File: src/sv/rcl_pkg.sv
// Package: shared constants, types and register indexes of the reflectance line position block.
package rcl_pkg;

  localparam int SENSOR_COUNT = 6;
  localparam int TICK_WIDTH_DEF = 10;

  localparam int TIMEOUT_W = 10;
  localparam int LOST_W = 6;
  localparam int ERR_W = 7;
  localparam int TIME_W = 10;
  localparam int TRACK_W = 2;
  localparam int COUNT_W = 3;
  localparam int SUM_W = 8;

  localparam int CFG_IDX_W = 2;
  localparam int CFG_DATA_W = 10;

  localparam int QUEUE_DEPTH = 2;

  localparam logic [CFG_IDX_W-1:0] CFG_TIMEOUT = 2'd0;
  localparam logic [CFG_IDX_W-1:0] CFG_LOST_THR = 2'd1;
  localparam logic [CFG_IDX_W-1:0] CFG_LOST_SAT = 2'd2;

  localparam logic [TIMEOUT_W-1:0] TIMEOUT_RST = 10'd500;
  localparam logic [LOST_W-1:0] LOST_THR_RST = 6'd10;
  localparam logic [LOST_W-1:0] LOST_SAT_RST = 6'd45;

  localparam logic [TRACK_W-1:0] TRACK_UNKNOWN = 2'd0;
  localparam logic [TRACK_W-1:0] TRACK_DARK = 2'd1;
  localparam logic [TRACK_W-1:0] TRACK_LIGHT = 2'd2;

  localparam logic OP_START = 1'b0;
  localparam logic OP_TICK = 1'b1;

  localparam logic signed [SUM_W-1:0] WEIGHTS [SENSOR_COUNT] =
    '{-8'sd35, -8'sd20, -8'sd8, 8'sd8, 8'sd20, 8'sd35};

  typedef logic [SENSOR_COUNT-1:0][TIME_W-1:0] times_t;

  typedef struct packed {
    logic [SENSOR_COUNT-1:0] undis;
    times_t times;
  } scan_rec_t;

endpackage

File: src/sv/rcl_if.sv
// Interfaces: input item channel and result channel.
interface rcl_in_if;
  logic valid;
  logic ready;
  logic op;
  logic [rcl_pkg::SENSOR_COUNT-1:0] pin_levels;
  modport source (output valid, output op, output pin_levels, input ready);
  modport sink (input valid, input op, input pin_levels, output ready);
endinterface

interface rcl_out_if;
  logic valid;
  logic ready;
  logic signed [rcl_pkg::ERR_W-1:0] position_error;
  logic [rcl_pkg::TRACK_W-1:0] track_type;
  logic [rcl_pkg::SENSOR_COUNT-1:0] line_flags;
  logic [rcl_pkg::COUNT_W-1:0] active_count;
  logic [rcl_pkg::TIME_W-1:0] time_sensor0;
  logic [rcl_pkg::TIME_W-1:0] time_sensor1;
  logic [rcl_pkg::TIME_W-1:0] time_sensor2;
  logic [rcl_pkg::TIME_W-1:0] time_sensor3;
  logic [rcl_pkg::TIME_W-1:0] time_sensor4;
  logic [rcl_pkg::TIME_W-1:0] time_sensor5;
  modport source (output valid, output position_error, output track_type, output line_flags,
                  output active_count, output time_sensor0, output time_sensor1,
                  output time_sensor2, output time_sensor3, output time_sensor4,
                  output time_sensor5, input ready);
  modport sink (input valid, input position_error, input track_type, input line_flags,
                input active_count, input time_sensor0, input time_sensor1,
                input time_sensor2, input time_sensor3, input time_sensor4,
                input time_sensor5, output ready);
endinterface

File: src/sv/rcl_front.sv
// Front end: scan control, per-sensor discharge timing, finished scan records.
module rcl_front #(
  parameter int TICK_WIDTH = rcl_pkg::TICK_WIDTH_DEF
) (
  input  logic clk,
  input  logic rst_n,
  input  logic in_valid,
  output logic in_ready,
  input  logic in_op,
  input  logic [rcl_pkg::SENSOR_COUNT-1:0] in_pins,
  input  logic [rcl_pkg::TIMEOUT_W-1:0] timeout,
  output logic push,
  output rcl_pkg::scan_rec_t push_rec,
  input  logic q_full
);
  import rcl_pkg::*;

  localparam int CMP_W = (TICK_WIDTH > TIMEOUT_W) ? TICK_WIDTH : TIMEOUT_W;
  localparam logic [TICK_WIDTH-1:0] TICK_MAX = {TICK_WIDTH{1'b1}};

  logic active_r, active_nxt;
  logic [TICK_WIDTH-1:0] tick_r, tick_nxt;
  logic [SENSOR_COUNT-1:0] pend_r, pend_nxt;
  logic [TICK_WIDTH-1:0] times_r [SENSOR_COUNT];
  logic [TICK_WIDTH-1:0] times_nxt [SENSOR_COUNT];

  logic accept, run;
  logic [CMP_W-1:0] tmo_ext, tick_ext, tick_nxt_ext;
  logic [CMP_W-1:0] time_ext [SENSOR_COUNT];
  logic [SENSOR_COUNT-1:0] fell;

  assign in_ready = !q_full;
  assign accept = in_valid && in_ready;
  assign tmo_ext = CMP_W'(timeout);
  assign tick_ext = CMP_W'(tick_r);
  assign tick_nxt_ext = CMP_W'(tick_nxt);

  always_comb begin
    active_nxt = active_r;
    tick_nxt = tick_r;
    pend_nxt = pend_r;
    times_nxt = times_r;
    fell = '0;
    push = 1'b0;
    run = (tick_ext < tmo_ext);
    if (accept && in_op == OP_START) begin
      active_nxt = 1'b1;
      tick_nxt = '0;
      pend_nxt = '1;
      for (int i = 0; i < SENSOR_COUNT; i++) begin
        times_nxt[i] = tmo_ext[TICK_WIDTH-1:0];
      end
    end else if (accept && active_r) begin
      if (run) begin
        fell = pend_r & ~in_pins;
        for (int i = 0; i < SENSOR_COUNT; i++) begin
          if (fell[i]) begin
            times_nxt[i] = tick_r;
          end
        end
        pend_nxt = pend_r & ~fell;
        if (tick_r != TICK_MAX) begin
          tick_nxt = tick_r + 1'b1;
        end
      end
      if (pend_nxt == '0 || tick_nxt_ext >= tmo_ext) begin
        push = 1'b1;
        active_nxt = 1'b0;
      end
    end
  end

  always_comb begin
    push_rec.undis = pend_nxt;
    for (int i = 0; i < SENSOR_COUNT; i++) begin
      time_ext[i] = CMP_W'(times_nxt[i]);
      push_rec.times[i] = time_ext[i][TIME_W-1:0];
    end
  end

  always_ff @(posedge clk) begin
    if (!rst_n) begin
      active_r <= 1'b0;
      tick_r <= '0;
      pend_r <= '0;
    end else begin
      active_r <= active_nxt;
      tick_r <= tick_nxt;
      pend_r <= pend_nxt;
    end
    times_r <= times_nxt;
  end

endmodule

File: src/sv/rcl_fifo.sv
// Short queue of finished scan records between front and back end.
module rcl_fifo (
  input  logic clk,
  input  logic rst_n,
  input  logic push,
  input  rcl_pkg::scan_rec_t push_rec,
  output logic full,
  input  logic pop,
  output rcl_pkg::scan_rec_t pop_rec,
  output logic not_empty
);
  import rcl_pkg::*;

  localparam int PTR_W = $clog2(QUEUE_DEPTH);

  scan_rec_t mem_r [QUEUE_DEPTH];
  logic [PTR_W-1:0] wr_ptr_r, rd_ptr_r;
  logic [PTR_W:0] cnt_r;
  logic do_push, do_pop;

  assign full = (cnt_r == (PTR_W+1)'(QUEUE_DEPTH));
  assign not_empty = (cnt_r != '0);
  assign do_push = push && !full;
  assign do_pop = pop && not_empty;
  assign pop_rec = mem_r[rd_ptr_r];

  always_ff @(posedge clk) begin
    if (!rst_n) begin
      wr_ptr_r <= '0;
      rd_ptr_r <= '0;
      cnt_r <= '0;
    end else begin
      if (do_push) wr_ptr_r <= wr_ptr_r + 1'b1;
      if (do_pop) rd_ptr_r <= rd_ptr_r + 1'b1;
      if (do_push && !do_pop) cnt_r <= cnt_r + 1'b1;
      else if (do_pop && !do_push) cnt_r <= cnt_r - 1'b1;
    end
    if (do_push) mem_r[wr_ptr_r] <= push_rec;
  end

endmodule

File: src/sv/rcl_back.sv
// Back end: polarity, line flags, weighted average by serial divider, result register.
module rcl_back (
  input  logic clk,
  input  logic rst_n,
  input  logic q_valid,
  input  rcl_pkg::scan_rec_t q_rec,
  output logic q_pop,
  input  logic [rcl_pkg::LOST_W-1:0] lost_thr,
  input  logic [rcl_pkg::LOST_W-1:0] lost_sat,
  output logic out_valid,
  input  logic out_ready,
  output logic signed [rcl_pkg::ERR_W-1:0] out_err,
  output logic [rcl_pkg::TRACK_W-1:0] out_track,
  output logic [rcl_pkg::SENSOR_COUNT-1:0] out_flags,
  output logic [rcl_pkg::COUNT_W-1:0] out_cnt,
  output rcl_pkg::times_t out_times
);
  import rcl_pkg::*;

  localparam int DIV_STEPS = ERR_W;

  typedef enum logic [1:0] {S_IDLE, S_DIV, S_OUT} state_t;

  state_t state_r, state_nxt;
  logic [TRACK_W-1:0] pol_r, pol_nxt;
  logic signed [ERR_W-1:0] last_err_r, last_err_nxt;
  logic [SENSOR_COUNT-1:0] flags_r, flags_nxt;
  logic [COUNT_W-1:0] cnt_r, cnt_nxt;
  times_t times_r, times_nxt;
  logic neg_r, neg_nxt;
  logic [ERR_W-1:0] quot_r, quot_nxt;
  logic [COUNT_W-1:0] rem_r, rem_nxt;
  logic [COUNT_W-1:0] step_r, step_nxt;
  logic [ERR_W-1:0] err_r, err_nxt;
  logic out_valid_r, out_valid_nxt;
  logic signed [ERR_W-1:0] out_err_r, out_err_nxt;
  logic [TRACK_W-1:0] out_track_r, out_track_nxt;
  logic [SENSOR_COUNT-1:0] out_flags_r, out_flags_nxt;
  logic [COUNT_W-1:0] out_cnt_r, out_cnt_nxt;
  times_t out_times_r, out_times_nxt;

  logic [TRACK_W-1:0] pol_new;
  logic [SENSOR_COUNT-1:0] undis, flags_new;
  logic signed [SUM_W-1:0] sum, mag;
  logic [COUNT_W-1:0] cnt_new;
  logic signed [SUM_W-1:0] last_ext, thr_ext;
  logic [ERR_W-1:0] sat_pos, lost_err;
  logic [COUNT_W:0] rem_sh;

  assign out_valid = out_valid_r;
  assign out_err = out_err_r;
  assign out_track = out_track_r;
  assign out_flags = out_flags_r;
  assign out_cnt = out_cnt_r;
  assign out_times = out_times_r;

  // polarity, flags, weighted sum of the record at the head of the queue
  always_comb begin
    undis = q_rec.undis;
    pol_new = pol_r;
    if (undis[0] && undis[5] && (!undis[2] || !undis[3])) pol_new = TRACK_DARK;
    if (!undis[0] && !undis[5] && (undis[2] || undis[3])) pol_new = TRACK_LIGHT;
    flags_new = (pol_new == TRACK_DARK) ? ~undis : undis;
    sum = '0;
    cnt_new = '0;
    for (int i = 0; i < SENSOR_COUNT; i++) begin
      if (flags_new[i]) begin
        sum = sum + WEIGHTS[i];
        cnt_new = cnt_new + 1'b1;
      end
    end
    mag = sum[SUM_W-1] ? -sum : sum;
    last_ext = SUM_W'(last_err_r);
    thr_ext = SUM_W'({1'b0, lost_thr});
    sat_pos = ERR_W'({1'b0, lost_sat});
    if (last_ext > thr_ext) lost_err = sat_pos;
    else if (last_ext < -thr_ext) lost_err = ~sat_pos + 1'b1;
    else lost_err = '0;
  end

  always_comb begin
    state_nxt = state_r;
    pol_nxt = pol_r;
    last_err_nxt = last_err_r;
    flags_nxt = flags_r;
    cnt_nxt = cnt_r;
    times_nxt = times_r;
    neg_nxt = neg_r;
    quot_nxt = quot_r;
    rem_nxt = rem_r;
    step_nxt = step_r;
    err_nxt = err_r;
    out_valid_nxt = out_valid_r;
    out_err_nxt = out_err_r;
    out_track_nxt = out_track_r;
    out_flags_nxt = out_flags_r;
    out_cnt_nxt = out_cnt_r;
    out_times_nxt = out_times_r;
    q_pop = 1'b0;
    rem_sh = {rem_r, quot_r[ERR_W-1]};
    if (out_valid_r && out_ready) out_valid_nxt = 1'b0;
    case (state_r)
      S_IDLE: begin
        if (q_valid) begin
          q_pop = 1'b1;
          pol_nxt = pol_new;
          flags_nxt = flags_new;
          cnt_nxt = cnt_new;
          times_nxt = q_rec.times;
          if (cnt_new == '0) begin
            err_nxt = lost_err;
            state_nxt = S_OUT;
          end else begin
            neg_nxt = sum[SUM_W-1];
            quot_nxt = mag[ERR_W-1:0];
            rem_nxt = '0;
            step_nxt = COUNT_W'(DIV_STEPS - 1);
            state_nxt = S_DIV;
          end
        end
      end
      S_DIV: begin
        if (rem_sh >= {1'b0, cnt_r}) begin
          rem_nxt = COUNT_W'(rem_sh - {1'b0, cnt_r});
          quot_nxt = {quot_r[ERR_W-2:0], 1'b1};
        end else begin
          rem_nxt = rem_sh[COUNT_W-1:0];
          quot_nxt = {quot_r[ERR_W-2:0], 1'b0};
        end
        if (step_r == '0) begin
          err_nxt = neg_r ? (~quot_nxt + 1'b1) : quot_nxt;
          state_nxt = S_OUT;
        end else begin
          step_nxt = step_r - 1'b1;
        end
      end
      S_OUT: begin
        if (!out_valid_r || out_ready) begin
          out_valid_nxt = 1'b1;
          out_err_nxt = err_r;
          out_track_nxt = pol_r;
          out_flags_nxt = flags_r;
          out_cnt_nxt = cnt_r;
          out_times_nxt = times_r;
          last_err_nxt = err_r;
          state_nxt = S_IDLE;
        end
      end
      default: state_nxt = S_IDLE;
    endcase
  end

  always_ff @(posedge clk) begin
    if (!rst_n) begin
      state_r <= S_IDLE;
      pol_r <= TRACK_UNKNOWN;
      last_err_r <= '0;
      out_valid_r <= 1'b0;
    end else begin
      state_r <= state_nxt;
      pol_r <= pol_nxt;
      last_err_r <= last_err_nxt;
      out_valid_r <= out_valid_nxt;
    end
    flags_r <= flags_nxt;
    cnt_r <= cnt_nxt;
    times_r <= times_nxt;
    neg_r <= neg_nxt;
    quot_r <= quot_nxt;
    rem_r <= rem_nxt;
    step_r <= step_nxt;
    err_r <= err_nxt;
    out_err_r <= out_err_nxt;
    out_track_r <= out_track_nxt;
    out_flags_r <= out_flags_nxt;
    out_cnt_r <= out_cnt_nxt;
    out_times_r <= out_times_nxt;
  end

endmodule

File: src/sv/rc_reflectance_line_position.sv
// Top level: RC reflectance sensor timing and line position error.
// A start item opens a scan; each tick item carries the six pin levels, and ticks may arrive
// back to back. A scan that ends puts its record in a two-entry queue, and in_if.ready drops
// only while that queue is full. For each finished scan the back end classifies the record,
// runs seven steps of the serial divider for the weighted average (none when no sensor sees
// the line), then loads the result register before it takes the next record.
module rc_reflectance_line_position #(
  parameter int TICK_WIDTH = rcl_pkg::TICK_WIDTH_DEF
) (
  input  logic clk,
  input  logic rst_n,
  rcl_in_if.sink in_if,
  rcl_out_if.source out_if,
  input  logic cfg_we,
  input  logic [rcl_pkg::CFG_IDX_W-1:0] cfg_index,
  input  logic [rcl_pkg::CFG_DATA_W-1:0] cfg_wdata
);
  import rcl_pkg::*;

  logic [TIMEOUT_W-1:0] timeout_r;
  logic [LOST_W-1:0] lost_thr_r, lost_sat_r;

  logic push, q_full, q_pop, q_valid;
  scan_rec_t push_rec, pop_rec;
  times_t out_times;

  always_ff @(posedge clk) begin
    if (!rst_n) begin
      timeout_r <= TIMEOUT_RST;
      lost_thr_r <= LOST_THR_RST;
      lost_sat_r <= LOST_SAT_RST;
    end else if (cfg_we) begin
      case (cfg_index)
        CFG_TIMEOUT: timeout_r <= cfg_wdata[TIMEOUT_W-1:0];
        CFG_LOST_THR: lost_thr_r <= cfg_wdata[LOST_W-1:0];
        CFG_LOST_SAT: lost_sat_r <= cfg_wdata[LOST_W-1:0];
        default: ;
      endcase
    end
  end

  rcl_front #(.TICK_WIDTH(TICK_WIDTH)) u_front (
    .clk(clk), .rst_n(rst_n),
    .in_valid(in_if.valid), .in_ready(in_if.ready),
    .in_op(in_if.op), .in_pins(in_if.pin_levels),
    .timeout(timeout_r),
    .push(push), .push_rec(push_rec), .q_full(q_full)
  );

  rcl_fifo u_fifo (
    .clk(clk), .rst_n(rst_n),
    .push(push), .push_rec(push_rec), .full(q_full),
    .pop(q_pop), .pop_rec(pop_rec), .not_empty(q_valid)
  );

  rcl_back u_back (
    .clk(clk), .rst_n(rst_n),
    .q_valid(q_valid), .q_rec(pop_rec), .q_pop(q_pop),
    .lost_thr(lost_thr_r), .lost_sat(lost_sat_r),
    .out_valid(out_if.valid), .out_ready(out_if.ready),
    .out_err(out_if.position_error), .out_track(out_if.track_type),
    .out_flags(out_if.line_flags), .out_cnt(out_if.active_count),
    .out_times(out_times)
  );

  assign out_if.time_sensor0 = out_times[0];
  assign out_if.time_sensor1 = out_times[1];
  assign out_if.time_sensor2 = out_times[2];
  assign out_if.time_sensor3 = out_times[3];
  assign out_if.time_sensor4 = out_times[4];
  assign out_if.time_sensor5 = out_times[5];

endmodule

File: src/flat_wrapper.sv
// flat-port wrapper written by rule: the top's interface ports become plain ports
module rc_reflectance_line_position_flat import rcl_pkg::*;
#(
  parameter int TICK_WIDTH = rcl_pkg::TICK_WIDTH_DEF
)
  (clk, rst_n, cfg_we, cfg_index, cfg_wdata, in_if_valid, in_if_op, in_if_pin_levels, in_if_ready, out_if_valid, out_if_position_error, out_if_track_type, out_if_line_flags, out_if_active_count, out_if_time_sensor0, out_if_time_sensor1, out_if_time_sensor2, out_if_time_sensor3, out_if_time_sensor4, out_if_time_sensor5, out_if_ready);
  rcl_in_if in_if_i ();
  rcl_out_if out_if_i ();
  input  logic clk;
  input  logic rst_n;
  input  logic cfg_we;
  input  logic [rcl_pkg::CFG_IDX_W-1:0] cfg_index;
  input  logic [rcl_pkg::CFG_DATA_W-1:0] cfg_wdata;
  input wire logic [$bits(in_if_i.valid)-1:0] in_if_valid;
  input wire logic [$bits(in_if_i.op)-1:0] in_if_op;
  input wire logic [$bits(in_if_i.pin_levels)-1:0] in_if_pin_levels;
  output wire logic [$bits(in_if_i.ready)-1:0] in_if_ready;
  output wire logic [$bits(out_if_i.valid)-1:0] out_if_valid;
  output wire logic [$bits(out_if_i.position_error)-1:0] out_if_position_error;
  output wire logic [$bits(out_if_i.track_type)-1:0] out_if_track_type;
  output wire logic [$bits(out_if_i.line_flags)-1:0] out_if_line_flags;
  output wire logic [$bits(out_if_i.active_count)-1:0] out_if_active_count;
  output wire logic [$bits(out_if_i.time_sensor0)-1:0] out_if_time_sensor0;
  output wire logic [$bits(out_if_i.time_sensor1)-1:0] out_if_time_sensor1;
  output wire logic [$bits(out_if_i.time_sensor2)-1:0] out_if_time_sensor2;
  output wire logic [$bits(out_if_i.time_sensor3)-1:0] out_if_time_sensor3;
  output wire logic [$bits(out_if_i.time_sensor4)-1:0] out_if_time_sensor4;
  output wire logic [$bits(out_if_i.time_sensor5)-1:0] out_if_time_sensor5;
  input wire logic [$bits(out_if_i.ready)-1:0] out_if_ready;
  assign in_if_i.valid = in_if_valid;
  assign in_if_i.op = in_if_op;
  assign in_if_i.pin_levels = in_if_pin_levels;
  assign in_if_ready = in_if_i.ready;
  assign out_if_valid = out_if_i.valid;
  assign out_if_position_error = out_if_i.position_error;
  assign out_if_track_type = out_if_i.track_type;
  assign out_if_line_flags = out_if_i.line_flags;
  assign out_if_active_count = out_if_i.active_count;
  assign out_if_time_sensor0 = out_if_i.time_sensor0;
  assign out_if_time_sensor1 = out_if_i.time_sensor1;
  assign out_if_time_sensor2 = out_if_i.time_sensor2;
  assign out_if_time_sensor3 = out_if_i.time_sensor3;
  assign out_if_time_sensor4 = out_if_i.time_sensor4;
  assign out_if_time_sensor5 = out_if_i.time_sensor5;
  assign out_if_i.ready = out_if_ready;
  rc_reflectance_line_position #(.TICK_WIDTH(TICK_WIDTH)) u_core (.clk(clk), .rst_n(rst_n), .in_if(in_if_i), .out_if(out_if_i), .cfg_we(cfg_we), .cfg_index(cfg_index), .cfg_wdata(cfg_wdata));
endmodule
File: config.mk
export PLATFORM = sky130hd
export DESIGN_NAME = rc_reflectance_line_position_flat
export DESIGN_NICKNAME = d
export VERILOG_FILES = /design/src/sv/rcl_pkg.sv /design/src/sv/rcl_if.sv /design/src/sv/rcl_front.sv /design/src/sv/rcl_fifo.sv /design/src/sv/rcl_back.sv /design/src/sv/rc_reflectance_line_position.sv /design/src/flat_wrapper.sv
export SDC_FILE = /design/constraint.sdc
export NUM_CORES = 1
export LEC_CHECK = 0
export ABC_AREA = 1
export BUFFER_PORTS_ARGS = -buffer_cell sky130_fd_sc_hd__clkbuf_2
export CAP_MARGIN = 20
export CORE_MARGIN = 1
export CORE_UTILIZATION = 50
export DETAILED_ROUTE_END_ITERATION = 10
export GPL_TIMING_DRIVEN = 0
export PLACE_DENSITY = 0.76
export SLEW_MARGIN = 10
export SYNTH_ARGS = -nofsm -noshare
export SYNTH_HDL_FRONTEND = slang
export SYNTH_HIERARCHICAL = 1
export SYNTH_SLANG_ARGS = --single-unit
File: constraint.sdc
create_clock -name clk -period 8.5 [get_ports clk]
set_input_delay 0.85 -clock clk [delete_from_list [all_inputs] [get_ports clk]]
set_output_delay 0.85 -clock clk [all_outputs]
set_load 0.02 [all_outputs]
Word level (Yosys, flattened, before mapping)
Memories as Yosys holds them, arrays and structs flattened. A register that Yosys moved wholly into a read port is not among the register bits.
Index checks and enable logic that the tools add are counted.
{"block": "op_classes", "addsub": 21, "order_cmp": 5, "eq_ne": 13, "mux": 76, "n_bitwise": 9, "n_reduce_logical": 45}
{"cell": "$mux 60", "n": 3}
{"cell": "$mux 10", "n": 10}
{"cell": "$mux 7", "n": 10}
{"cell": "$mux 8", "n": 6}
{"cell": "$mux 6", "n": 6}
{"cell": "$mux 3", "n": 11}
{"cell": "$pmux 7 s2", "n": 2}
{"cell": "$not 6->6", "n": 3}
{"cell": "$mux 1", "n": 17}
{"cell": "$add 8x6->8 const B", "n": 2}
{"cell": "$mux 2", "n": 8}
{"cell": "$add 3x1->3 const B", "n": 5}
{"cell": "$add 7x1->7 const B", "n": 2}
{"cell": "$and 6x6->6", "n": 2}
{"cell": "$logic_and 1x1->1", "n": 12}
{"cell": "$pmux 3 s2", "n": 2}
{"cell": "$reduce_and 2->1", "n": 6}
{"cell": "$add 10x1->10 const B", "n": 1}
{"cell": "$ge 10x10->1", "n": 1}
{"cell": "$lt 10x10->1", "n": 1}
{"cell": "$ne 10x10->1 const B", "n": 1}
{"cell": "$ne 2x2->1 const B", "n": 5}
{"cell": "$reduce_bool 2->1", "n": 5}
{"cell": "$reduce_and 3->1", "n": 3}
{"cell": "26 further kinds", "n": 45}
{"block": "word_totals", "ff_bits": 283, "ram_bits": 132, "inputBits": 24, "out_inout_bits": 80, "word_cells": 212, "n_memories": 1}
{"memory": "u_core.u_fifo.mem_r", "words": 2, "width": 66, "rd": 1, "rd_ports_with_merged_regs": 1, "write_ports": 1, "line": "rcl_fifo.sv:16", "text": "scan_rec_t mem_r [QUEUE_DEPTH];"}

Logic depth before layout (Yosys ltp)
Gate-level depths: netlist (run 1).
{"block": "logic_depth", "depth_word": 23, "depth_mapped": 35, "mapped_depth_nobuf": 35}

Hierarchy
The synthesis (run 1) kept the hierarchy.
{"module": "rcl_back", "n_inst": 1, "cells_each": 589, "area_per_inst_um2": 7632.3, "seq_area_each_um2": 5285.1}
{"module": "rcl_fifo", "n_inst": 1, "cells_each": 242, "area_per_inst_um2": 5168.7, "seq_area_each_um2": 4063.9}
{"module": "rcl_front", "n_inst": 1, "cells_each": 492, "area_per_inst_um2": 3960.0, "seq_area_each_um2": 1541.5}
{"module": "rc_reflectance_line_position", "n_inst": 1, "cells_each": 119, "area_per_inst_um2": 915.9, "seq_area_each_um2": 440.4}

Worst setup path before layout (run 1)
No wires, ideal clock.
{"block": "synth_timing", "path_kind": "flip-flop to flip-flop", "from": "register u_core.u_front.tick_r[5], in the netlist u_core/u_front/tick_ext[5]", "to": "memory u_core/u_fifo/mem_r[0][0] (netlist bit) (enable)", "setup_ns": 0.490, "arrival_time_ns": 5.580, "required_ns": 8.010, "path_slack_ns": 2.430, "stages_incl_launch_ff": 25, "n_path_buf": 0, "period_less_slack_ns": 6.070, "path_cell_list": "dfxtp_1 -> ha_1 -> nand2_1 -> inv_1 -> nand2_1 -> nand2_1 -> nand2_1 -> nand3_4 -> nor2_4 -> inv_2 -> nor3_1 -> nand3_1 -> o211ai_1 -> inv_1 -> ha_1 -> nand2_1 -> nor2_1 -> o211ai_1 -> o2111ai_1 -> nor2_1 -> nand2_1 -> nand2_1 -> nor2_1 -> o21ai_2 -> nor2_1"}
{"block": "synth_between", "elab_chain_cells": 13, "elab_cells_between_ends": 19, "classes_between": "add/sub (1); order compare (2); eq/ne (1); mux (12); reduce/logical (3)"}
{"item": "from (decl)", "line": "rcl_front.sv:22", "text": "logic [TICK_WIDTH-1:0] tick_r, tick_nxt;"}
{"item": "from (signal assigned)", "line": "rcl_front.sv:88", "text": "tick_r <= tick_nxt;"}
{"item": "$add 10x1->10 / $ne 10x10->1 (equally long branches)", "line": "rcl_front.sv:63, rcl_front.sv:62"}
{"item": "$mux 10", "line": "rcl_front.sv:62", "text": "if (tick_r != TICK_MAX) begin"}
{"item": "$mux 10 (*)", "line": "rcl_front.sv:54", "text": "if (run) begin"}
{"item": "$mux 10 (*)", "line": "rcl_front.sv:53", "text": "end else if (accept && active_r) begin"}
{"item": "$mux 10 (*)", "line": "rcl_front.sv:46", "text": "if (accept && in_op == OP_START) begin"}
{"item": "via u_core.u_front.tick_nxt[9]", "line": "rcl_front.sv:22"}
{"item": "$ge 10x10->1 (*)", "line": "rcl_front.sv:66", "text": "if (pend_nxt == '0 || tick_nxt_ext >= tmo_ext) begin"}
{"item": "$logic_or 1x1->1 (*)", "line": "rcl_front.sv:66"}
{"item": "$mux 1 (*)", "line": "rcl_front.sv:66"}
{"item": "$mux 1 (*)", "line": "rcl_front.sv:53"}
{"item": "$mux 1 (*)", "line": "rcl_front.sv:46"}
{"item": "via u_core.push", "line": "rc_reflectance_line_position.sv:23", "text": "logic push, q_full, q_pop, q_valid;"}
{"item": "$logic_and 1x1->1 (*)", "line": "rcl_fifo.sv:23", "text": "assign do_push = push && !full;"}
{"item": "$mux 1 (*)", "line": "rcl_fifo.sv:38", "text": "if (do_push) mem_r[wr_ptr_r] <= push_rec;"}
{"item": "$mux 1 (implied by the code) (*)", "line": "rcl_fifo.sv:38"}
{"item": "to (decl)", "line": "rcl_fifo.sv:16"}
Mark *: on every way through the listed nets, which the timed path passes. The rest lies on a longest branch. The select of a mux whose other input is x is not followed.

==> results of run 1 <==
-- per-layer routing --
layer | vias to the layer above | GRT usage, % | part of all wire [%] | wire [µm]
li1 | 5316 | - | - | -
met4 | 0 | 9.03 | 3.5 | 1260
met5 | - | 0 | 0 | 0
met3 | 78 | 3.06 | 5.7 | 2050
met2 | 368 | 34.0 | 49 | 17500
met1 | 5292 | 25.5 | 42 | 15100
-- power groups by stage --
stage,registers [W],logic (W),clock network [W]
after floorplan,0.00236,0.000248,0
after global placement,0.00237,0.000337,0
after detailed placement,0.00236,0.000363,0
after CTS,0.00232,0.000367,0.00184
after global routing,0.00233,0.000413,0.00192
final,0.00232,0.000368,0.00180
-- sequential cells by signal (all words and copies together) (netlist names), 6 cells and up, named ones only --
register,count
u_core/lost_sat_r,6
u_core/lost_thr_r,6
u_core/timeout_r,10
u_core/u_back/err_r,7
u_core/u_back/flags_r,6
u_core/u_back/last_err_r,7
u_core/u_back/out_err,7
u_core/u_back/out_flags,6
u_core/u_back/out_times,60
u_core/u_back/quot_r,7
u_core/u_back/times_r,60
u_core/u_fifo/mem_r,132
u_core/u_front/pend_r,6
u_core/u_front/tick_ext,10
u_core/u_front/times_r,60
-- synth_stat cells (6+ instances only) --
| library cell | instances |
|---|---|
| edfxtp_1 | 300 |
| nand2_1 | 230 |
| inv_1 | 149 |
| dfxtp_1 | 116 |
| o21ai_0 | 93 |
| nor2_1 | 86 |
| nand3_1 | 60 |
| ha_1 | 53 |
| mux2_4 | 40 |
| mux2i_1 | 40 |
| a21oi_1 | 34 |
| mux2_2 | 26 |
| nand4_1 | 22 |
| o21ai_1 | 20 |
| clkbuf_1 | 19 |
| nor3_1 | 15 |
| xor2_1 | 15 |
| nand2_2 | 12 |
| buf_2 | 8 |
| buf_6 | 8 |
| nand3_2 | 8 |
| nand2_4 | 7 |
| inv_2 | 6 |
| nor2_2 | 6 |
-- layout make-up --
class,count,area (µm²),share of cell area (%)
repair buffers,111,683,3.36
well taps,455,569,2.80
plain buffers,38,230,1.13
diodes,2,5.00,0.0246
inverters,158,596,2.93
multi-input cells,830,5550,27.3
flip-flops and latches,416,11300,55.7
clock inverters,21,216,1.06
clock buffers,57,1170,5.74
-- worst register-to-register path, delay by kind of cell (launching register included) --
kind            cells  cell delay (ns)
compound gates      3             0.80
xor+xnor            2             0.55
fa+ha+maj           5             1.44
buf+inv             2             0.37
flops               1             0.42
mux                 1             0.42
simple gates        9             1.13
-- cell usage in the layout, fill, tap and decap left out, types with 34 or more instances in the layout --
| master | count |
|---|---|
| nand3_1 | 60 |
| inv_1 | 149 |
| edfxtp_1 | 300 |
| clkbuf_2 | 103 |
| nor2_1 | 82 |
| nand2_1 | 230 |
| o21ai_0 | 93 |
| ha_1 | 53 |
| clkbuf_16 | 43 |
| mux2i_1 | 40 |
| dfxtp_1 | 116 |
| mux2_4 | 40 |
| a21oi_1 | 34 |
-- how the worst max path moves through the flow --
stage                          startpoint  cells past startpoint                    endpoint
6_report                         register                     22      u_core/u_back/err_r[6]
5_1_grt                          register                     22      u_core/u_back/err_r[6]
4_1_cts                          register                     22      u_core/u_back/err_r[6]
3_5_place_dp                     register                     22      u_core/u_back/err_r[0]
3_3_place_gp   u_core/u_front/tick_ext[5]                     26  u_core/u_fifo/mem_r[0][34]
2_1_floorplan  u_core/u_front/tick_ext[5]                     24   u_core/u_fifo/mem_r[0][0]
-- cell families (layout without fill, tap and decap cells) --
group	Yosys count	count (layout)
other	0	2
AND/OR/NAND/NOR	472	472
multiplexers	106	106
buffers and inverters	196	385
AO/OA/AOI/OAI	173	173
flip-flops	416	416
XOR/XNOR	25	25
adder cells (fa/ha/maj)	54	54
-- per-stage QoR --
stage,cell area (µm²),std cells
floorplan,17700,1442
global placement,18800,2000
detailed placement,19000,2008
CTS,20300,2086
global route,20300,2088
finish,20300,2088
==> impl_results.md, run 1 <==
* Req. time, crit path at 8.68 ns
* Hold Slack at 0.402 ns
* Synth Area in Compound Gates at around 5.4%
* Ys async rst share at 0%
* Register area share after synthesis at 64.1%
* Buffers & Inverters on Critical Path at 2
* Switching share of total power at between 20% and 30%
* Fin nets at 1675
* Vias in the first global route at 10.9k
* Vias at 11.1k
* Critical Path Fanout Max at 10
* Post-Synth Simple-Gate Area at between 10% and 20%
* I/O Pins at roughly 100
* Resized Gates After CTS at 0
* FF+latch count, synth at 416
* Leak pwr at 8.50 nW
* CTS tree: done
* Worst-path clk slew at around 0.06 ns
* Max Cap Viol at 0
* Hold path endpoint: u_core/u_back/out_times[10]
* IO buf count at 103
* Minimum clock period at 5.51 ns
* Setup TNS at 0 ns
* Final Hold Fails at 0
* Crit Path Class: register to register
* CP Cell Sequence: buf_2 -> mux2_2 -> ha_1 -> nand2_1 -> nand2_2 -> nand3_4 -> xor2_2 -> ha_1 -> xor2_4 -> ha_1 -> nor2_1 -> a31oi_1 -> ha_1 -> nand2_1 -> nand2_1 -> ha_1 -> or2_2 -> o21ai_0 -> inv_1 -> nor2_1 -> nand2_2 -> a21oi_1
* Sequential Power Share at 51.6%
* Critical path's top delay family: adder cells
* WL per Instance at 17.2 µm
* Initial antenna violation count at 3
* Ys flop type: edfxtp_1
* Fmax achieved at 182 MHz
* Die height at around 190 µm
* Worst R2R Path Depth at 22
* Largest net degree at the start of global routing at 33
* Crit path launch type: register
* Clock sinks at between 400 and 500
* WHS Path Cells at 0
* Unrepaired setup endpoints after global routing: false
* Slowest-stage cell, CP: a21oi_1
* Post-DP HPWL at 24700 µm
* Grt ovf at 0
* Final setup violation count at 0
* Post-synth top area share at 51.0%
* Min-delay src: u_core/u_back/times_r[10]
* DRC errors left at 0
* Die W at 190 µm
* Global-route wire length before repair at 56300 µm
* Filler instances at about 2.6k
* Internal at 0.00344 W
* Comb pwr share at about 8.2%
* DR pass1 iterations at 5
* Max-slew violation count at 0
* Row count at 68
* Root Buffer: clkbuf_16
* Final Power at 0.00449 W
* Ys Warns at 6
* Worst-Skew Late Latency at between 0.5 and 0.6 ns
* Net Sw Power at 0.00105 W
* Clock power share at 40.2%
* Tcrit/Tclk final at 64.8%
* Post-synthesis mux area share at 7.32%
* Final core occ at approximately three fifths
* Dominant cells by area after synthesis: edfxtp_1 (51%), dfxtp_1 (13%), nand2_1 (4.9%)
* DIE AREA at 36100 µm²
* P&R area growth vs syn at 15.1%
* VDD IR max at 0.000158 V
* Fraction of layout cells with a size suffix above 1 at between 20% and 30%
* Synth Area in XOR/XNOR at 1.83%
* Synth Net Count at 1520
* Yosys top cell by area: edfxtp_1
* Post-Synthesis Cells at around 1.4k
* R2r endpoint: u_core/u_back/err_r[6]
* Syn avg cell area at 12.3 µm²
* # hold bufs at CTS at 0
* CTS Buffer Depth at 3
* Yosys cell types at 57
* Cell Pwr Density at 221 nW/µm²
* Crit end category: register
* Critical Path AT at 5.69 ns
* Vias per cell at 5.29
* Post-synth EDFFs at 300
* CP max stage delay at 0.54 ns
* Post-synthesis adder-cell area fraction at 3.86%
* Worst Skew at between 0.02 and 0.03 ns
* CTS buffer count at 42
* Post-Syn Area at 17700 µm²
* Worst R2R Setup Slack at between 2 and 3 ns
* Largest family of logic cells by synthesized area: simple AND/OR/NAND/NOR gates
* H-tree Lvls at 2
* Setup WS post-layout at 2.99 ns
* Worst-margin pin slew at 0.833 ns
* Final wirelength at 36000 µm
* 1st-iter DRT viols at 877
* Outcome: finished clean
* Total track usage at 20.1%
* Worst slew margin at 44.4%
* Dpl ws at 2.93 ns
* Post-CTS Setup Bufs at 0
* Placer Congestion at 0.878
* Core box area at around 35000 µm²
* Tightest Hold Check Type: register to register
* Most used cell, CP: ha_1
* Initial core utilization at 51.0%
* ANT nets after route at 0
Power figures use the tool's default switching activity.
==> inputs of run 2 (changes only) <==
--- a/config.mk
+++ b/config.mk
@@ -5,7 +5,7 @@
 export SDC_FILE = /design/constraint.sdc
 export NUM_CORES = 1
 export LEC_CHECK = 0
-export ABC_AREA = 1
+export ABC_AREA = 0
 export BUFFER_PORTS_ARGS = -buffer_cell sky130_fd_sc_hd__clkbuf_2
 export CAP_MARGIN = 20
 export CORE_MARGIN = 1
==> constraint.sdc (replaced) <==
create_clock -name clk -period 5.4 [get_ports clk]
set_input_delay 0.54 -clock clk [delete_from_list [all_inputs] [get_ports clk]]
set_output_delay 0.54 -clock clk [all_outputs]
set_load 0.02 [all_outputs]
==> run 2 against run 1 <==
- cell area grew 2.2%
- cell count shrank 4.3%
- clock power grew 57%
- sequential cell count is the same
- wire length grew 3.5%
==> impl_results.md, run 2 <==
* Outcome: finished clean
* Synth Net Count at between 1k and 1.5k
* Post-Synthesis Cells at between 1k and 1.5k
* Leak pwr at about 7.6 nW
* Final Hold Fails at 0
* Commonest non-fill, non-tap cell in the layout: edfxtp_1
* Critical Path AT at between 5 and 6 ns
* Post-synthesis mux area share at 6.39%
* Worst R2R Setup Slack at 0.19 ns
* Fmax achieved at 192 MHz
* Total track usage at about a fifth
* Critical Path Fanout Max at 7
* ANT nets after route at 0
* Most frequent cells after synthesis: edfxtp_1 (300), dfxtp_1 (116), nor2_1 (75)
* Min-delay src: cfg_wdata[9]
* Tightest Hold Check Type: input pin to register
* Req. time, crit path at 5.63 ns
* Post-synth top area share at 50.9%
* I/O Pins at approximately 100
* Die W at 190 µm
* # hold bufs at CTS at 0
* Yosys top cell by area: edfxtp_1
* CTS tree: done
* CP max stage delay at ~0.35 ns
* FF+latch count, synth at roughly 420
* Ys Warns at 6
* Hold Slack at 0.203 ns
* Yosys cell types at 96
* Buffers & Inverters on Critical Path at 5
* Vias per cell at 5.58
* VDD IR max at 0.000230 V
* Post-Syn Area at 17700 µm²
* Most common cell in the netlist: edfxtp_1
* Worst-margin pin slew at between 0.9 and 1 ns
* Most frequent cells in the layout: edfxtp_1 (300), dfxtp_1 (115), clkbuf_2 (102), nor2_1 (75), nor3_1 (72)
* Minimum clock period at approximately 5.2 ns
* Worst R2R Path Depth at 24
* Initial antenna violation count at 1
* H-tree Lvls at 2
* DR pass1 iterations at 6
* Max-slew violation count at 0
* P&R area growth vs syn at 17.5%
* Final core occ at 59.9%
* Max Cap Viol at 0
* DRC errors left at 0
* Placer Congestion at between 0.8 and 0.9
* Dpl ws at -0.794 ns
* Critical path's top delay family: adder cells
* Row count at 68
* Core box area at 34700 µm²
* Final Cell Area at about 21000 µm²
* Syn avg cell area at roughly 13 µm²
* Die height at 190 µm
* Ys flop type: edfxtp_1
* Fin nets at between 1.5k and 2k
* Final setup violation count at 0
* CP Cell Sequence: buf_8 -> mux2_4 -> buf_8 -> inv_8 -> ha_4 -> o21a_4 -> a21oi_4 -> xnor2_4 -> buf_6 -> ha_4 -> xor2_4 -> ha_1 -> a221o_1 -> ha_1 -> mux2i_1 -> inv_1 -> ha_2 -> o21ai_2 -> xor2_1 -> a21oi_2 -> xnor2_2 -> nor3b_4 -> nand3_2 -> a21oi_4
* CTS buffer count at 44
* R2r endpoint: u_core/u_back/err_r[2]
* CTS Buffer Depth at 3
* Register area share after synthesis at 64.0%
* Crit path launch type: register
* Crit end category: register
* WHS Path Cells at 3
* Post-Synth Simple-Gate Area at a little over a tenth
* DIE AREA at 36200 µm²
* Cell Pwr Density at 335 nW/µm²
* Tcrit/Tclk final at between 90 and 100%
* Unrepaired setup endpoints after global routing: true
* Vias in the first global route at 10.8k
* Crit Path Class: register to register
* Post-synth EDFFs at 300
* Worst Skew at between 0.02 and 0.03 ns
* Slowest-stage cell, CP: dfxtp_4
* Synth Area in XOR/XNOR at roughly 2.5%
* IO buf count at 101
* Post-DP HPWL at about 25000 µm
* Initial core utilization at 51.0%
* Root Buffer: clkbuf_16
* Setup WS post-layout at approximately 0.19 ns
* Filler instances at roughly 2.7k
* Max reg flops at 132
* Largest family of logic cells by synthesized area: simple AND/OR/NAND/NOR gates
* Final wirelength at 37200 µm
* Global-route wire length before repair at roughly 58000 µm
* Post-synthesis adder-cell area fraction at 3.97%
* Vias at 11.1k
* Grt ovf at 0
* Top reg by flops: u_core/u_fifo/mem_r
* Synth Area in Compound Gates at under 10%
* 1st-iter DRT viols at 948
* Hold path endpoint: u_core/timeout_r[9]
* Worst slew margin at between 30% and 40%
* Fraction of layout cells with a size suffix above 1 at between 20% and 30%
* Ys async rst share at 0%
* Worst-path clk slew at roughly 0.060 ns
* Worst-Skew Late Latency at 0.57 ns
* Dominant cells by area after synthesis: edfxtp_1 (51%), dfxtp_1 (13%), ha_1 (3.7%)
* WL per Instance at 18.6 µm
* Post-DP Area at 19000 µm²
* Largest net degree at the start of global routing at 62
* Clock sinks at 416
[run 2: worst max path at each step]
stage,to,slack [ns],startpoint,cells past startpoint
after floorplan,u_core/u_back/err_r[0],0.01,register,25
after global placement,u_core/u_fifo/mem_r[0][7],-1.27,in_if_valid,16
after detailed placement,u_core/u_back/err_r[2],-0.79,register,25
after CTS,u_core/u_back/err_r[2],0.01,register,26
after global routing,u_core/u_back/err_r[4],-0.06,register,26
final,u_core/u_back/err_r[2],0.19,register,24
[run 2: logic make-up after synthesis]
family                     after synthesis
DFF                                    416
AOI/OAI and AO/OA                      223
and+or+nand+nor                        350
xor gates and xnor gates                44
muxes                                  103
adders and majority gates               56
buffers and inverters                  130
[run 2: area by class of cell]
cell class	instances	area (µm²)	area share [%]
diodes	1	2.50	0.0120
plain buffers	61	423	2.03
clock buffers	66	1230	5.94
clock inverters	16	138	0.662
inverters	67	264	1.27
multi-input cells	776	5940	28.5
flip-flops and latches	416	11300	54.5
well taps	455	569	2.74
repair buffers	140	901	4.33
[run 2: metrics by stage]
stage / setup TNS (ns) / instances / total power [W]
final: 0 / 1998 / 0.00697
after global routing: -0.541 / 1998 / 0.00722
after global placement: -172.88 / 1878 / 0.00414
after detailed placement: -14.85 / 1885 / 0.00417
after CTS: 0 / 1982 / 0.00701
after floorplan: 0 / 1322 / 0.00402
[run 2: repair_timing]
action	in CTS	in global routing
setup endpoints to repair	24	49
cloned	0	0
resized for setup	34	14
pin swaps	8	16
buffers inserted	15	17
[run 2: report_power, final]
| group | internal, W | switching [W] | total, W |
|---|---|---|---|
| Sequential | 0.00357 | 0.0000463 | 0.00362 |
| Clock | 0.00160 | 0.00121 | 0.00282 |
| Combinational | 0.000207 | 0.000324 | 0.000531 |
[run 2: routing by layer]
metal | part of all wire [%] | track usage [%] | vias to the layer above
li1 | - | - | 5298
met1 | 43 | 27.3 | 5371
met2 | 48 | 33.9 | 400
met3 | 6.3 | 3.74 | 71
met4 | 2.8 | 7.66 | 0
met5 | 0 | 0 | -
[run 2: worst min-delay path, delay by kind of cell]
| kind | cells | cell delay (ns) |
|---|---|---|
| mux | 1 | 0.05 |
| buf+inv | 1 | 0.08 |
| simple gates | 1 | 0.04 |
==> inputs of run 3 (changes only) <==
--- a/config.mk
+++ b/config.mk
@@ -16,5 +16,4 @@
 export SLEW_MARGIN = 10
 export SYNTH_ARGS = -nofsm -noshare
 export SYNTH_HDL_FRONTEND = slang
-export SYNTH_HIERARCHICAL = 1
 export SYNTH_SLANG_ARGS = --single-unit
==> run 3 against run 2 <==
- combinational power rose to 6.8 times the previous value
- critical path depth grew 1
- total power increased by 55%
- register-to-register slack got worse by 0.02 ns
- synthesized cell count decreased by 8.1%
- hold slack improved by 0.042 ns
- cell area fell by 3.8%
- sequential cell count did not move
- cell count down 6.5%
- critical path type unchanged
- largest cell class unchanged
- highest routed layer unchanged
==> impl_results.md, run 3 <==
* Outcome: finished clean
* Final Cell Area at 20000 µm²
* ANT nets after route at 0
* Hold path endpoint: u_core.timeout_r[9]
* Ys flop type: edfxtp_1
* Core box area at around 34000 µm²
* R2r startpoint: u_core.timeout_r[1]
* I/O Pins at 104
* Worst R2R Path Depth at 25
* Row count at 67
* IO buf count at slightly above 100
* Leak pwr at 7.27 nW
* Total track usage at 19.5%
* Critical Path Fanout Max at 12
* Tightest Hold Check Type: input pin to register
* Post-synth top area share at 52.9%
* Worst Skew at between 0.015 and 0.02 ns
* Req. time, crit path at 5.69 ns
* 1st-iter DRT viols at 839
* Root Buffer: clkbuf_16
* Worst-Skew Late Latency at between 0.5 and 0.6 ns
* Inst Count DP at 1770
* Crit Path Class: register to register
* Fmax achieved at 191 MHz
* Worst slew margin at 32.2%
* Clock sinks at 416
* # hold bufs at CTS at 0
* FF+latch count, synth at 416
* Critical Path AT at approximately 5.5 ns
* DR pass1 iterations at 5
* Synth Net Count at 1295
* H-tree Lvls at 2
* Final Non-Filler Cells at between 1.5k and 2k
* Tcrit/Tclk final at a little over nine tenths
* DIE AREA at 34800 µm²
* Most frequent cells after synthesis: edfxtp_1 (300), dfxtp_1 (116), mux2i_1 (91)
* Worst R2R Setup Slack at 0.17 ns
* CTS buffer count at 41
* Ys Warns at 0
* Initial core utilization at 50.8%
* CTS Buffer Depth at 3
* Min-delay src: cfg_wdata[9]
* CTS tree: done
* Post-DP HPWL at approximately 22000 µm
* WL per Instance at 18.3 µm
* Initial antenna violation count at 0
* Vias per cell at around 5.4
* Syn avg cell area at between 10 and 15 µm²
* Fin nets at 1468
* Post-synth EDFFs at 300
* Yosys top cell by area: edfxtp_1
* Max reg flops at ~130
* Dpl ws at -0.945 ns
* Die height at 187 µm
* Vias in the first global route at 9840
* DRC errors left at 0
* Post-DP Area at about 18000 µm²
* Setup WS post-layout at 0.174 ns
* Die W at 187 µm
* P&R area growth vs syn at 17.5%
* Max-slew violation count at 0
* Grt ovf at 0
* VDD IR max at 0.000317 V
* Cell Pwr Density at 540 nW/µm²
* Top reg by flops: u_core.u_fifo.mem_r
* Final Power at roughly 0.011 W
* Crit end category: register
* Vias at 10.1k
* Fraction of layout cells with a size suffix above 1 at 21.9%
* Minimum clock period at between 5 and 6 ns
* Crit path launch type: register
* Ys async rst share at 0%
* Largest net degree at the start of global routing at 60
* Worst-path clk slew at 0.06 ns
* Worst-margin pin slew at 1.01 ns
* Final setup violation count at 0
* Most frequent cells in the layout: edfxtp_1 (300), dfxtp_1 (113), clkbuf_2 (102), mux2i_1 (89), a21oi_1 (82)
* Placer Congestion at 0.833
* Post-Syn Area at 17000 µm²
* WHS Path Cells at 3
* Yosys cell types at 71
* Dominant cells by area after synthesis: edfxtp_1 (53%), dfxtp_1 (14%), mux2i_1 (5.3%)
* Register area share after synthesis at about two thirds
* Commonest non-fill, non-tap cell in the layout: edfxtp_1
* Post-Synthesis Cells at 1215
* Most common cell in the netlist: edfxtp_1
* Final wirelength at roughly 34000 µm
* Global-route wire length before repair at 53200 µm
* Final Hold Fails at 0
* Setup TNS at 0 ns
* Max Cap Viol at 0
* R2r endpoint: u_core.u_fifo.mem_r[1][13]
[run 3: changes by cell type after synthesis, sizes merged, moves of 8 or more]
| cell | change |
|---|---|
| a21oi | +43 |
| nor2 | -13 |
| buf | -31 |
| nor3 | -70 |
| inv | -18 |
| mux2i | +56 |
| clkbuf | +17 |
| xor2 | +8 |
| a211oi | -64 |
| or3 | -9 |
[run 3: metal layers]
layer | share of wire, % | track usage (%) | up-vias
met5 | 0 | 0 | -
met4 | 2.7 | 7.35 | 0
met3 | 5.6 | 2.73 | 52
met2 | 48 | 31.7 | 322
met1 | 44 | 26.6 | 4863
li1 | - | - | 4818
[run 3: power breakdown]
part / leakage (nW) / switching (W) / internal (W)
Clock: 0.646 / 0.00118 / 0.00161
Combinational: 2.96 / 0.00201 / 0.00158
Sequential: 3.67 / 0.000188 / 0.00424
Total: 7.27 / 0.00338 / 0.00742
[run 3: cell type report]
class / instances / area [µm²]
clock inverters: 22 / 245
plain buffers: 47 / 213
flip-flops and latches: 416 / 11300
inverters: 47 / 181
well taps: 448 / 561
clock buffers: 53 / 1100
multi-input cells: 703 / 5510
repair buffers: 132 / 855
fillers: 2529 / 13500
diodes: 1 / 2.50
[run 3: repair_timing]
item | in CTS | in global routing
setup endpoints to repair | 166 | 104
gates resized for setup | 24 | 15
buffers inserted | 14 | 9
pin swaps | 7 | 13
gates cloned | 0 | 2
[run 3: worst max-delay path by stage]
stage / start / end / slack, ns
floorplan: u_core.u_front.tick_ext[1] / u_core.u_fifo.mem_r[0][0] / 0.02
global placement: u_core.u_front.tick_ext[1] / u_core.u_fifo.mem_r[0][31] / -1.59
detailed placement: u_core.u_front.tick_ext[1] / u_core.u_fifo.cnt_r[1] / -0.95
CTS: register / u_core.u_back.err_r[6] / 0.02
global route: u_core.timeout_r[1] / u_core.u_fifo.cnt_r[1] / -0.05
finish: u_core.timeout_r[1] / u_core.u_fifo.mem_r[1][13] / 0.17
[run 3: cell families after synthesis]
family	after synthesis	share of synthesized area, %
compound gates	204	7.69
fa+ha+maj	57	4.22
buf+inv	96	2.21
xor+xnor	46	2.56
mux	157	9.71
flops	416	66.5
simple gates	239	7.06
[run 3: critical path: stages (launching register included)]
cell	delay [ns]
dfxtp_2	0.34
inv_1	0.05
ha_1	0.27
a21o_1	0.16
a21o_1	0.17
a21o_1	0.19
a21oi_2	0.20
o21ai_4	0.09
a21o_1	0.22
a211oi_4	0.40
xor2_1	0.24
nand2_1	0.09
ha_1	0.30
nand2b_1	0.14
a21o_1	0.17
a21o_1	0.18
a21o_1	0.18
a21o_1	0.18
a21oi_1	0.14
nor2b_1	0.06
o21ai_1	0.12
a21oi_1	0.08
o311a_1	0.42
buf_4	0.18
and2_4	0.21
buf_4	0.21
[run 3: through the flow]
step	util (%)	hold slack [ns]
final	59.7	0.246
after detailed placement	54.5	0.405
after floorplan	-	0.400
after CTS	59.1	0.238
after global placement	54.1	0.403
after global routing	59.7	0.259
